### src/npc_pkg.sv
`timescale 1ns / 1ps
// Package: shared constants, types and register codes for the pattern counter.
package npc_pkg;

  localparam int MAX_PATTERN = 32;
  localparam int COUNT_BITS  = 16;
  localparam int PAT_BYTES   = 32;
  localparam int PAT_WORDS   = PAT_BYTES / 8;
  localparam int LEN_W       = 6;
  localparam int CFG_DATA_W  = 64;
  localparam int CFG_IDX_W   = 3;
  localparam int OUT_CNT_W   = 16;
  localparam int CELL_W      = (MAX_PATTERN > 1) ? $clog2(MAX_PATTERN) : 1;
  localparam int SINCE_W     = $clog2(MAX_PATTERN + 1);
  localparam int PAT_IDX_W   = $clog2(PAT_BYTES);
  localparam int CMP_W       = ((CELL_W > LEN_W) ? CELL_W : LEN_W) + 1;

  typedef logic [7:0] byte_t;
  typedef byte_t [PAT_BYTES-1:0] pat_t;

  typedef enum logic [CFG_IDX_W-1:0] {
    CFG_LEN   = 3'd0,
    CFG_WORD0 = 3'd1,
    CFG_WORD1 = 3'd2,
    CFG_WORD2 = 3'd3,
    CFG_WORD3 = 3'd4
  } cfg_idx_t;

  // one result item
  typedef struct packed {
    logic                 match_here;
    logic [OUT_CNT_W-1:0] matches_so_far;
  } res_t;

endpackage

### src/npc_ifs.sv
`timescale 1ns / 1ps
// Interfaces: text input channel and result channel, valid/ready handshake.
interface npc_in_if
  import npc_pkg::*;
();
  logic  valid;
  logic  ready;
  byte_t text_byte;
  logic  start_of_text;

  modport source (output valid, output text_byte, output start_of_text, input ready);
  modport sink   (input valid, input text_byte, input start_of_text, output ready);
endinterface

interface npc_out_if
  import npc_pkg::*;
();
  logic                 valid;
  logic                 ready;
  logic                 match_here;
  logic [OUT_CNT_W-1:0] matches_so_far;

  modport source (output valid, output match_here, output matches_so_far, input ready);
  modport sink   (input valid, input match_here, input matches_so_far, output ready);
endinterface

### src/npc_cell.sv
`timescale 1ns / 1ps
// Window cell: holds one recent text byte and compares it to its pattern byte.
module npc_cell
  import npc_pkg::*;
(
  input  logic              clk,
  input  logic [CELL_W-1:0] cell_idx,   // position in the window, 0 newest
  input  logic              shift_en,   // item accepted
  input  logic              clear,      // new text: drop the older byte
  input  byte_t             byte_in,    // from the neighbor or the input
  input  logic [LEN_W-1:0]  len,
  input  pat_t              pat_bytes,
  output byte_t             byte_q,     // to the next neighbor
  output logic              eq_ok       // match condition for this position
);

  byte_t            byte_r;
  byte_t            byte_nxt;
  logic [CMP_W-1:0] k_ext;
  logic [CMP_W-1:0] len_ext;
  logic [CMP_W-1:0] pidx;

  // byte this cell holds after the shift
  always_comb begin
    byte_nxt = clear ? '0 : byte_in;
  end

  // compare against pattern byte len-1-k; cells beyond the length don't care
  always_comb begin
    k_ext   = CMP_W'(cell_idx);
    len_ext = CMP_W'(len);
    pidx    = len_ext - k_ext - CMP_W'(1);
    eq_ok   = (k_ext >= len_ext) || (byte_nxt == pat_bytes[pidx[PAT_IDX_W-1:0]]);
  end

  always_ff @(posedge clk) begin
    if (shift_en) begin
      byte_r <= byte_nxt;
    end
  end

  assign byte_q = byte_r;

endmodule

### src/npc_obuf.sv
`timescale 1ns / 1ps
// Output buffer: result register plus skid entry so input waits only when both entries are full.
module npc_obuf
  import npc_pkg::*;
(
  input  logic clk,
  input  logic rst_n,
  input  logic push,
  input  res_t push_data,
  output logic push_ready,
  npc_out_if.source out_ch
);

  logic main_valid_r, main_valid_nxt;
  logic skid_valid_r, skid_valid_nxt;
  res_t main_r, main_nxt;
  res_t skid_r, skid_nxt;
  logic pop;

  assign pop        = main_valid_r && out_ch.ready;
  assign push_ready = !skid_valid_r;

  // move items main <- skid <- push
  always_comb begin
    main_valid_nxt = main_valid_r;
    skid_valid_nxt = skid_valid_r;
    main_nxt       = main_r;
    skid_nxt       = skid_r;
    if (!main_valid_r || pop) begin
      if (skid_valid_r) begin
        main_nxt       = skid_r;
        main_valid_nxt = 1'b1;
        skid_nxt       = push_data;
        skid_valid_nxt = push;
      end else begin
        main_nxt       = push_data;
        main_valid_nxt = push;
      end
    end else if (push) begin
      skid_nxt       = push_data;
      skid_valid_nxt = 1'b1;
    end
  end

  always_ff @(posedge clk) begin
    if (!rst_n) begin
      main_valid_r <= 1'b0;
      skid_valid_r <= 1'b0;
    end else begin
      main_valid_r <= main_valid_nxt;
      skid_valid_r <= skid_valid_nxt;
    end
  end

  always_ff @(posedge clk) begin
    main_r <= main_nxt;
    skid_r <= skid_nxt;
  end

  assign out_ch.valid          = main_valid_r;
  assign out_ch.match_here     = main_r.match_here;
  assign out_ch.matches_so_far = main_r.matches_so_far;

`ifndef SYNTHESIS
  // skid entry is only used while the result register is occupied
  a_skid_needs_main: assert property (@(posedge clk) disable iff (!rst_n)
    skid_valid_r |-> main_valid_r)
    else $error("skid entry valid while result register empty");

  // a stalled result is not replaced
  a_main_holds: assert property (@(posedge clk) disable iff (!rst_n)
    main_valid_r && !out_ch.ready |=> main_valid_r && main_r == $past(main_r))
    else $error("stalled result changed");

  // no push is taken while both entries are full
  a_no_overflow: assert property (@(posedge clk) disable iff (!rst_n)
    main_valid_r && skid_valid_r && !out_ch.ready |=> skid_valid_r && skid_r == $past(skid_r))
    else $error("skid entry overwritten");
`endif

endmodule

### src/nonoverlap_pattern_counter.sv
`timescale 1ns / 1ps
// Top level: non-overlapping byte pattern counter over a text stream.
//
// Takes one text byte per clock while in_ch.ready is high and returns one
// result per byte: whether a counted (leftmost, non-overlapping) match of the
// configured pattern ends at that byte, and the saturating match count of the
// current text. A row of 32 cells shifts the recent bytes along and compares
// each one with its pattern byte in the cycle the byte arrives; results go to
// the output register, or to a skid entry behind it while that register is
// stalled, and input waits only when the skid entry is full too. A pattern
// length of zero or above 32 never matches. start_of_text on a byte begins a
// new text with that byte. The user writes pattern registers through the cfg
// port between texts or while no item is in flight; the block does not enforce it.
module nonoverlap_pattern_counter
  import npc_pkg::*;
(
  input  logic                  clk,
  input  logic                  rst_n,
  input  logic                  cfg_we,
  input  logic [CFG_IDX_W-1:0]  cfg_index,
  input  logic [CFG_DATA_W-1:0] cfg_data,
  npc_in_if.sink                in_ch,
  npc_out_if.source             out_ch
);

  logic [LEN_W-1:0]      len_r;
  logic [CFG_DATA_W-1:0] pat_word_r [PAT_WORDS];
  pat_t                  pat_bytes;

  logic [SINCE_W-1:0]    since_r, since_nxt, since_inc;
  logic [COUNT_BITS-1:0] tally_r, tally_nxt, tally_base;

  byte_t                 win_q  [MAX_PATTERN];
  byte_t                 cell_in[MAX_PATTERN];
  logic [MAX_PATTERN-1:0] eq_ok;

  logic acc;
  logic push_ready;
  logic len_ok;
  logic since_ok;
  logic hit;
  res_t res;

  assign in_ch.ready = push_ready;
  assign acc         = in_ch.valid && push_ready;

  // configuration registers
  always_ff @(posedge clk) begin
    if (!rst_n) begin
      len_r <= '0;
      for (int w = 0; w < PAT_WORDS; w++) begin
        pat_word_r[w] <= '0;
      end
    end else if (cfg_we) begin
      case (cfg_idx_t'(cfg_index))
        CFG_LEN:   len_r         <= cfg_data[LEN_W-1:0];
        CFG_WORD0: pat_word_r[0] <= cfg_data;
        CFG_WORD1: pat_word_r[1] <= cfg_data;
        CFG_WORD2: pat_word_r[2] <= cfg_data;
        CFG_WORD3: pat_word_r[3] <= cfg_data;
        default:   ;
      endcase
    end
  end

  // pattern bytes, byte 0 in the lowest bits of word 0
  for (genvar b = 0; b < PAT_BYTES; b++) begin : g_pat
    assign pat_bytes[b] = pat_word_r[b / 8][(b % 8) * 8 +: 8];
  end

  // the window: cell 0 takes the text byte, each other cell its neighbor
  for (genvar k = 0; k < MAX_PATTERN; k++) begin : g_cell
    if (k == 0) begin : g_head
      assign cell_in[k] = in_ch.text_byte;
    end else begin : g_body
      assign cell_in[k] = win_q[k-1];
    end

    npc_cell u_cell (
      .clk       (clk),
      .cell_idx  (CELL_W'(k)),
      .shift_en  (acc),
      .clear     (in_ch.start_of_text && (k != 0)),
      .byte_in   (cell_in[k]),
      .len       (len_r),
      .pat_bytes (pat_bytes),
      .byte_q    (win_q[k]),
      .eq_ok     (eq_ok[k])
    );
  end

  // bytes since text start or last match, saturating at the window size
  always_comb begin
    since_inc = in_ch.start_of_text ? '0 : since_r;
    if (since_inc < SINCE_W'(MAX_PATTERN)) begin
      since_inc = since_inc + SINCE_W'(1);
    end
  end

  // match decision
  always_comb begin
    len_ok   = (len_r != '0) && (CMP_W'(len_r) <= CMP_W'(MAX_PATTERN)) &&
               (CMP_W'(len_r) <= CMP_W'(PAT_BYTES));
    since_ok = CMP_W'(since_inc) >= CMP_W'(len_r);
    hit      = len_ok && since_ok && (&eq_ok);
  end

  // counter updates
  always_comb begin
    tally_base = in_ch.start_of_text ? '0 : tally_r;
    tally_nxt  = tally_base;
    since_nxt  = since_inc;
    if (hit) begin
      since_nxt = '0;
      if (tally_base != '1) begin
        tally_nxt = tally_base + COUNT_BITS'(1);
      end
    end
  end

  always_ff @(posedge clk) begin
    if (!rst_n) begin
      since_r <= '0;
      tally_r <= '0;
    end else if (acc) begin
      since_r <= since_nxt;
      tally_r <= tally_nxt;
    end
  end

  // result item
  always_comb begin
    res.match_here     = hit;
    res.matches_so_far = OUT_CNT_W'(tally_nxt);
  end

  npc_obuf u_obuf (
    .clk        (clk),
    .rst_n      (rst_n),
    .push       (acc),
    .push_data  (res),
    .push_ready (push_ready),
    .out_ch     (out_ch)
  );

`ifndef SYNTHESIS
  // a counted match restarts the distance count
  a_hit_clears_since: assert property (@(posedge clk) disable iff (!rst_n)
    acc && hit |=> since_r == '0)
    else $error("distance count not cleared after a match");

  // the tally only moves back on a new text
  a_tally_monotonic: assert property (@(posedge clk) disable iff (!rst_n)
    acc && !in_ch.start_of_text |=> tally_r >= $past(tally_r))
    else $error("match tally decreased within a text");

  // zero length never matches
  a_zero_len_no_hit: assert property (@(posedge clk) disable iff (!rst_n)
    acc && (len_r == '0) |-> !hit)
    else $error("match reported with zero pattern length");
`endif

endmodule

### src/flat_wrapper.sv
// flat-port wrapper written by rule: the top's interface ports become plain ports
module nonoverlap_pattern_counter_flat import npc_pkg::*;
  (clk, rst_n, cfg_we, cfg_index, cfg_data, in_ch_valid, in_ch_text_byte, in_ch_start_of_text, in_ch_ready, out_ch_valid, out_ch_match_here, out_ch_matches_so_far, out_ch_ready);
  npc_in_if in_ch_i ();
  npc_out_if out_ch_i ();
  input  logic clk;
  input  logic rst_n;
  input  logic cfg_we;
  input  logic [CFG_IDX_W-1:0] cfg_index;
  input  logic [CFG_DATA_W-1:0] cfg_data;
  input wire logic [$bits(in_ch_i.valid)-1:0] in_ch_valid;
  input wire logic [$bits(in_ch_i.text_byte)-1:0] in_ch_text_byte;
  input wire logic [$bits(in_ch_i.start_of_text)-1:0] in_ch_start_of_text;
  output wire logic [$bits(in_ch_i.ready)-1:0] in_ch_ready;
  output wire logic [$bits(out_ch_i.valid)-1:0] out_ch_valid;
  output wire logic [$bits(out_ch_i.match_here)-1:0] out_ch_match_here;
  output wire logic [$bits(out_ch_i.matches_so_far)-1:0] out_ch_matches_so_far;
  input wire logic [$bits(out_ch_i.ready)-1:0] out_ch_ready;
  assign in_ch_i.valid = in_ch_valid;
  assign in_ch_i.text_byte = in_ch_text_byte;
  assign in_ch_i.start_of_text = in_ch_start_of_text;
  assign in_ch_ready = in_ch_i.ready;
  assign out_ch_valid = out_ch_i.valid;
  assign out_ch_match_here = out_ch_i.match_here;
  assign out_ch_matches_so_far = out_ch_i.matches_so_far;
  assign out_ch_i.ready = out_ch_ready;
  nonoverlap_pattern_counter u_core (.clk(clk), .rst_n(rst_n), .cfg_we(cfg_we), .cfg_index(cfg_index), .cfg_data(cfg_data), .in_ch(in_ch_i), .out_ch(out_ch_i));
endmodule
### config.mk
export PLATFORM = sky130hd
export DESIGN_NAME = nonoverlap_pattern_counter_flat
export DESIGN_NICKNAME = d
export VERILOG_FILES = /design/src/npc_pkg.sv /design/src/npc_ifs.sv /design/src/npc_cell.sv /design/src/npc_obuf.sv /design/src/nonoverlap_pattern_counter.sv /design/src/flat_wrapper.sv
export SDC_FILE = /design/constraint.sdc
export NUM_CORES = 2
export LEC_CHECK = 0
export ABC_AREA = 1
export BUFFER_PORTS_ARGS = -buffer_cell sky130_fd_sc_hd__buf_2
export CAP_MARGIN = 20
export CELL_PAD_IN_SITES_DETAIL_PLACEMENT = 0
export CELL_PAD_IN_SITES_GLOBAL_PLACEMENT = 1
export CORE_MARGIN = 3
export CORE_UTILIZATION = 30
export CTS_CLUSTER_DIAMETER = 30
export DETAILED_ROUTE_END_ITERATION = 6
export PLACE_DENSITY = 0.55
export SKIP_LAST_GASP = 1
export SLEW_MARGIN = 25
export SYNTH_ARGS = -nofsm -noshare
export SYNTH_HDL_FRONTEND = slang
export SYNTH_SLANG_ARGS = --single-unit
### constraint.sdc
create_clock -name clk -period 15.1 [get_ports clk]
set_clock_uncertainty 0.15 [all_clocks]
set_input_delay 3.775 -clock clk [delete_from_list [all_inputs] [get_ports clk]]
set_output_delay 3.775 -clock clk [all_outputs]
set_load 0.01 [all_outputs]
---- Yosys cells after proc, flatten, opt, wreduce, memory -nomap -nowiden ----
Memories as Yosys holds them, arrays and structs flattened.
Cells that the tools add are included.
word-level totals
  flip-flop bits (word level) ............. 312
  bits in latches ......................... 0
  memory bits (writable) .................. 256
  ROM bits ................................ 0
  input port bits ......................... 81
  output and inout bits ................... 19
  word-level logic and storage cells ...... 391
  memories kept ........................... 1
memories
  memory             depth  width  rd ports  clocked after memory_dff  wr ports  RTL line                          source
  u_core.pat_word_r  4      64     4         0                         4         nonoverlap_pattern_counter.sv:27  logic [CFG_DATA_W-1:0] pat_word_r [PAT_WORDS];
operators by class
  add/subtract/negate cells ............... 64
  multiply operators ...................... 0
  divide/modulo/power cells ............... 0
  $lt $le $gt $ge ......................... 67
  eq/ne operators ......................... 38
  shift operators ......................... 0
  mux-type cells .......................... 130
  bitwise operators ....................... 4
  reduce and logical (&&, ||, !) cells .... 47
operator list
  kind                                                                                 count
  8-bit binary-select mux with 5-bit select                                            32
  8-bit 2-to-1 mux                                                                     63
  8-bit == test                                                                        32
  64-bit 2-to-1 mux                                                                    4
  5-bit by 6-bit < comparator with 1-bit output (second input constant)                32
  5-bit by 1-bit subtractor with 5-bit output (second input constant)                  32
  5-bit by 6-bit greater-or-equal comparator with 1-bit output (first input constant)  16
  5-bit subtractor (second input constant)                                             16
  17-bit 2-to-1 mux                                                                    4
  4-bit by 6-bit greater-or-equal comparator with 1-bit output (first input constant)  8
  16-bit 2-to-1 mux                                                                    3
  5-bit by 4-bit subtractor with 5-bit output (second input constant)                  8
  1-bit logical OR                                                                     33
  32-bit AND reduction                                                                 1
  3-bit by 6-bit greater-or-equal comparator with 1-bit output (first input constant)  4
  1-bit 2-to-1 mux                                                                     21
  5-bit by 3-bit subtractor with 5-bit output (second input constant)                  4
  6-bit 2-to-1 mux                                                                     3
  16-bit by 1-bit adder with 16-bit output (second input constant)                     1
  16-bit inequality test (second input constant)                                       1
  1-bit by 6-bit greater-or-equal comparator with 1-bit output (first input constant)  2
  2-bit by 6-bit greater-or-equal comparator with 1-bit output (first input constant)  2
  5-bit by 2-bit subtractor with 5-bit output (second input constant)                  2
  6-bit by 1-bit adder with 6-bit output (second input constant)                       1
  other kinds (14)                                                                     25

---- Depth between registers and ports, before layout ----
  depth in word-level cells ............... 11
  gate-level depth with buffers ........... 33
  depth with buffers taken out ............ 27

---- By module ----
Synthesis repeated with hierarchy kept, for this count alone.
unflattened totals
  cell total of the unflattened synthesis .. 25443
  area, all modules ....................... 126662.7 um^2
by module, submodules not included
  module                      instances  cells an instance  area each (um^2)  sequential area each (um^2)
  npc_cell                    32         759                3553.4            240.2
  nonoverlap_pattern_counter  1          1051               11582.4           8247.9
  npc_obuf                    1          104                1371.3            1061.0

---- Least setup slack after synthesis ----
OpenSTA, ideal clock, no wires.
  path type ............................... input-to-reg
  start point ............................. input in_ch_valid
  end point ............................... register u_core.u_obuf.skid_r[0] (netlist name) (enable)
  setup time .............................. 0.415 ns
  arrival ................................. 11.948 ns
  data required time ...................... 14.535 ns
  path slack .............................. 2.588 ns
  cell stages on the path ................. 5
  buffers on the path ..................... 1
  cells stage by stage .................... inv_1 nor2_1 clkbuf_1 nand2_1 o21ai_0
on the way
  cells in the longest elaborated chain, start to end .. 3
ends and longest elaborated chain
  what                           RTL line                          source
  start, declared                flat_wrapper.sv:11                input wire logic [$bits(in_ch_i.valid)-1:0] in_ch_valid;
  1-bit logical AND              nonoverlap_pattern_counter.sv:45  assign acc = in_ch.valid && push_ready;
  named net u_core.acc           nonoverlap_pattern_counter.sv:37  logic acc;
  2-bit nonzero test (no line)   --
  2-bit AND reduction (no line)  --
  end signal, assigned           npc_obuf.sv:57                    skid_r <= skid_nxt;
  end, declared                  npc_obuf.sv:17                    res_t skid_r, skid_nxt;
The timed path passes the listed nets, and every way through them passes these cells.
A chain may end at the register's enable or synchronous reset.

---- Final worst setup path ----
  start point ............................. register u_core.len_r[3]
  end point ............................... register u_core.u_obuf.main_r, in the netlist u_core.u_obuf.out_ch.matches_so_far[12] (data pin)
on the way
  cells in the longest elaborated chain, start to end .. 10
  elaborated cells on any way between the ends .. 232
  those cells by class .................... 62 x add/sub; 34 x order compare; 32 x eq/ne; 66 x mux; 38 x reduce/logical
ends and longest elaborated chain
  what                                         RTL line                           source
  start, declared                              nonoverlap_pattern_counter.sv:26   logic [LEN_W-1:0] len_r;
  start signal, assigned                       nonoverlap_pattern_counter.sv:56   CFG_LEN: len_r <= cfg_data[LEN_W-1:0];
  5-bit subtractor (tied with other cells)     npc_cell.sv:32                     pidx = len_ext - k_ext - CMP_W'(1);
  5-bit by 1-bit subtractor with 5-bit output  npc_cell.sv:32
  8-bit binary-select mux with 5-bit select    npc_cell.sv:33                     eq_ok = (k_ext >= len_ext) || (byte_nxt == pat_bytes[pidx[PAT_IDX_W-1:0]]);
  8-bit 2-to-1 mux (not written as such)       npc_cell.sv:33
  8-bit == test                                npc_cell.sv:33
  1-bit logical OR                             npc_cell.sv:33
  32-bit AND reduction                         nonoverlap_pattern_counter.sv:105  hit = len_ok && since_ok && (&eq_ok);
  1-bit logical AND (*)                        nonoverlap_pattern_counter.sv:105
  16-bit 2-to-1 mux (*)                        nonoverlap_pattern_counter.sv:113  if (hit) begin
  named net u_core.tally_nxt[12]               nonoverlap_pattern_counter.sv:31   logic [COUNT_BITS-1:0] tally_r, tally_nxt, tally_base;
  17-bit 2-to-1 mux (*)                        npc_obuf.sv:30                     if (skid_valid_r) begin
  end signal, assigned                         npc_obuf.sv:56                     main_r <= main_nxt;
  end, declared                                npc_obuf.sv:16                     res_t main_r, main_nxt;
Mark *: on every way through the listed nets, which the timed path passes. The rest lies on a longest branch. The select of a mux whose other input is x is not followed.

==> reports/qor.yml <==
outcome: "finished with violations"
failed_checks: "design-rule violations"
fin_crit_sh_pct: 52.80
synth_most_common_cell: "nand3_1"
slew_violations: 0
slowest_stage: "dfxtp_2"
synth.distinct_cells: 47
tightest_slew_ns: 1.158
rsz0062_at_grt: "false"
dr.pass1.iters: 7
cp.arrival_ns: 8.37
synthFlopType: "edfxtp_1"
antenna_found_initial: 17
clockPowerShare_pct: 51.6
combPwrFrac_pct: 23.5
totalPowerFinal_mw: 7.623
syn_avg_cell_area_um2: 6.712
drcViolationCount: 4
required_ns: 15.50
ir_drop_mv: 0.07962
grt_pass1_vias: 45643
dieArea_mm2: 0.1496
end_kind: "register"
swShare_pct: 35.29
clock_path_buffers: 3
drv_cap: 0
fmax_mhz: 125.4
slew_headroom_pct: 22.69
seq_area_mm2: 0.01677
rows: 139
cts.reportedPaths.clkPinSlew_ns: 0.04
worstSetupStartpointType: "register"
die_w_um: 386.8
cts.repair.resized: 0
power-per-cell-area_mw_per_mm2: 146.2
vias: 50353
min_period_ns: 7.973
path_class: "register to register"
clk_latency_ns: 0.82
synth_common_cells: "2412 x nand3_1, 1996 x nand2_1, 538 x edfxtp_1"
cts.sinks: 568
hold_violations: 0
start_util_pct: 30.24
hold_path.class: "register to register"
ant_nets: 0
r2r-start: "u_core.len_r[3]"
slowest_delay_ns: 0.80
yosys_warnings: 0
hold-worst-slack_ns: 0.3161
drtIter0Drc: 8039
die_h_um: 386.8
reg2reg_slack_ns: 7.13
io_pins: 100
finalSetupViolCount: 0
fin_ws_ns: 7.127
p_sw_mw: 2.690
pwr-share-seq_pct: 25.0
startpoint: "u_core.len_r[3]"
netlist_area_mm2: 0.04349
critical-path-top-delay-family: "simple AND/OR/NAND/NOR gates"
netlist_instances: 6480
track_usage_pct: 35.75
reg2reg_to: "u_core.u_obuf.out_ch.matches_so_far[12]"
cts_hold_buf: 0
drt_wl_total_um: 276100
gp_congestion: 1.011
post_cts_buffers: 0
grt_pass1_wl_um: 374200
fill_cells: 15381
cp_max_fo: 26
dp.cells: 8238
core_area_mm2: 0.1438
critPathCapture: "u_core.u_obuf.out_ch.matches_so_far[12]"
yosys.area.top_type: "edfxtp_1"
finalSetupTns_ns: 0
grt_max_degree: 133
h-tree-depth: 4
drive_above_1_share_pct: 8.911
synth_edf_count: 538
cts_tree: "built"
wl_per_cell_um: 32.11
ys_async_sr_fraction_pct: 0
cp_num_cells: 27
leakage_nw: 24.36
crit_buf_inv: 5
multi_input_area_mm2: 0.02348
flow.area_growth_from_synthesis_pct: 19.85
vias_per_cell: 5.856
syn-num-nets: 6586
synth_top_area_share_pct: 37.14
crit_top_cell: "nand2_1"
ys_seq_elements: 568
r2r_cells: 27
port_buffers: 99
dp_hpwl_um: 207400
ys_top_cells_by_area: "edfxtp_1 37%, nand3_1 28%, nand2_1 17%"
cts_buffers: 187
ys_seq_area_share_pct: 38.52
root_buffer: "clkbuf_16"
min_path_cells: 2
final_cell_count_no_fill: 8599
grt-ovfl-total: 0
p_int_mw: 4.933
dpl_worst_slack_ns: 6.555
nNetsFinal: 6630
## worst min path at each step
stage / startpoint / to / slack (ns)
4_1_cts: u_core.since_r[2] / u_core.since_r[2] / 0.32
3_3_place_gp: u_core.since_r[1] / u_core.since_r[1] / 0.31
5_1_grt: u_core.since_r[2] / u_core.since_r[2] / 0.34
2_1_floorplan: u_core.since_r[1] / u_core.since_r[1] / 0.30
3_5_place_dp: u_core.since_r[2] / u_core.since_r[2] / 0.31
6_report: u_core.since_r[2] / u_core.since_r[2] / 0.32
## logic make-up after synthesis
kind of cell | Yosys count | share of synthesized area [%]
flops | 568 | 38.52
xor+xnor | 49 | 1.289
buf+inv | 809 | 7.891
compound gates | 113 | 1.525
fa+ha+maj | 25 | 0.7192
simple gates | 4916 | 50.05
## stage by stage
step / utilization, % / area, µm²
after floorplan: - / 43490
after global placement: 31.80 / 45730
after detailed placement: 31.80 / 45730
after CTS: 36.23 / 52110
after global routing: 36.23 / 52110
final: 36.24 / 52130
## state kept, by name, indices dropped and copies added (netlist names)
signal and count:
u_core.u_obuf.out_ch.valid 1, u_core.g_cell.u_cell.byte_q 248, u_core.len_r 6, u_core.u_obuf.out_ch.match_here 1
u_core.u_obuf.skid_valid_r 1, u_core.since_r 6, u_core.u_obuf.out_ch.matches_so_far 16, u_core.u_obuf.skid_r 17
u_core.tally_r 16, u_core.pat_word_r 256
## metal layers
| layer | routed length, µm | global-route usage, % | up-vias |
|---|---|---|---|
| li1 | - | - | 22244 |
| met1 | 118300 | 50.23 | 24496 |
| met2 | 119400 | 54.46 | 3131 |
| met3 | 27520 | 7.065 | 478 |
| met4 | 10830 | 12.57 | 4 |
| met5 | 27 | 0 | - |
## cells in the final DEF, fill, tap and decap left out, drive strengths merged, types with 8 or more instances in the layout
cell type and instances:
a21oi 38, nand3 2413, diode 8, inv 460, dfxtp 30, buf 208
bufinv 25, nand4 56, clkinvlp 12, nand2 2013, clkbuf 208, xor2 30
nor3 14, edfxtp 538, o21ai 57, xnor2 19, nor2 408, ha 25
clkinv 104
## tightest hold or removal path: stages (launching register included)
cell and delay, ns:
dfxtp_1 0.30, nand2_1 0.06, a21oi_1 0.06
## layout make-up
| type | instances | area share (%) |
|---|---|---|
| antenna | 8 | 0.03840 |
| clock buffer | 208 | 9.166 |
| tap | 1903 | 4.568 |
| inverter | 456 | 3.329 |
| clock inverter | 145 | 3.065 |
| multi-input combinational | 5103 | 45.05 |
| timing repair buffer | 208 | 2.616 |
| sequential | 568 | 32.17 |
## power by group through the flow
stage | Sequential [mW] | Clock (mW) | Combinational [mW]
2_1_floorplan | 1.91 | 0 | 0.957
3_5_place_dp | 1.92 | 0 | 1.72
5_1_grt | 1.91 | 4.06 | 1.87
6_report | 1.90 | 3.93 | 1.79
3_3_place_gp | 1.93 | 0 | 1.73
4_1_cts | 1.90 | 3.96 | 1.73
No activity file was read; power rests on OpenSTA's default activity.
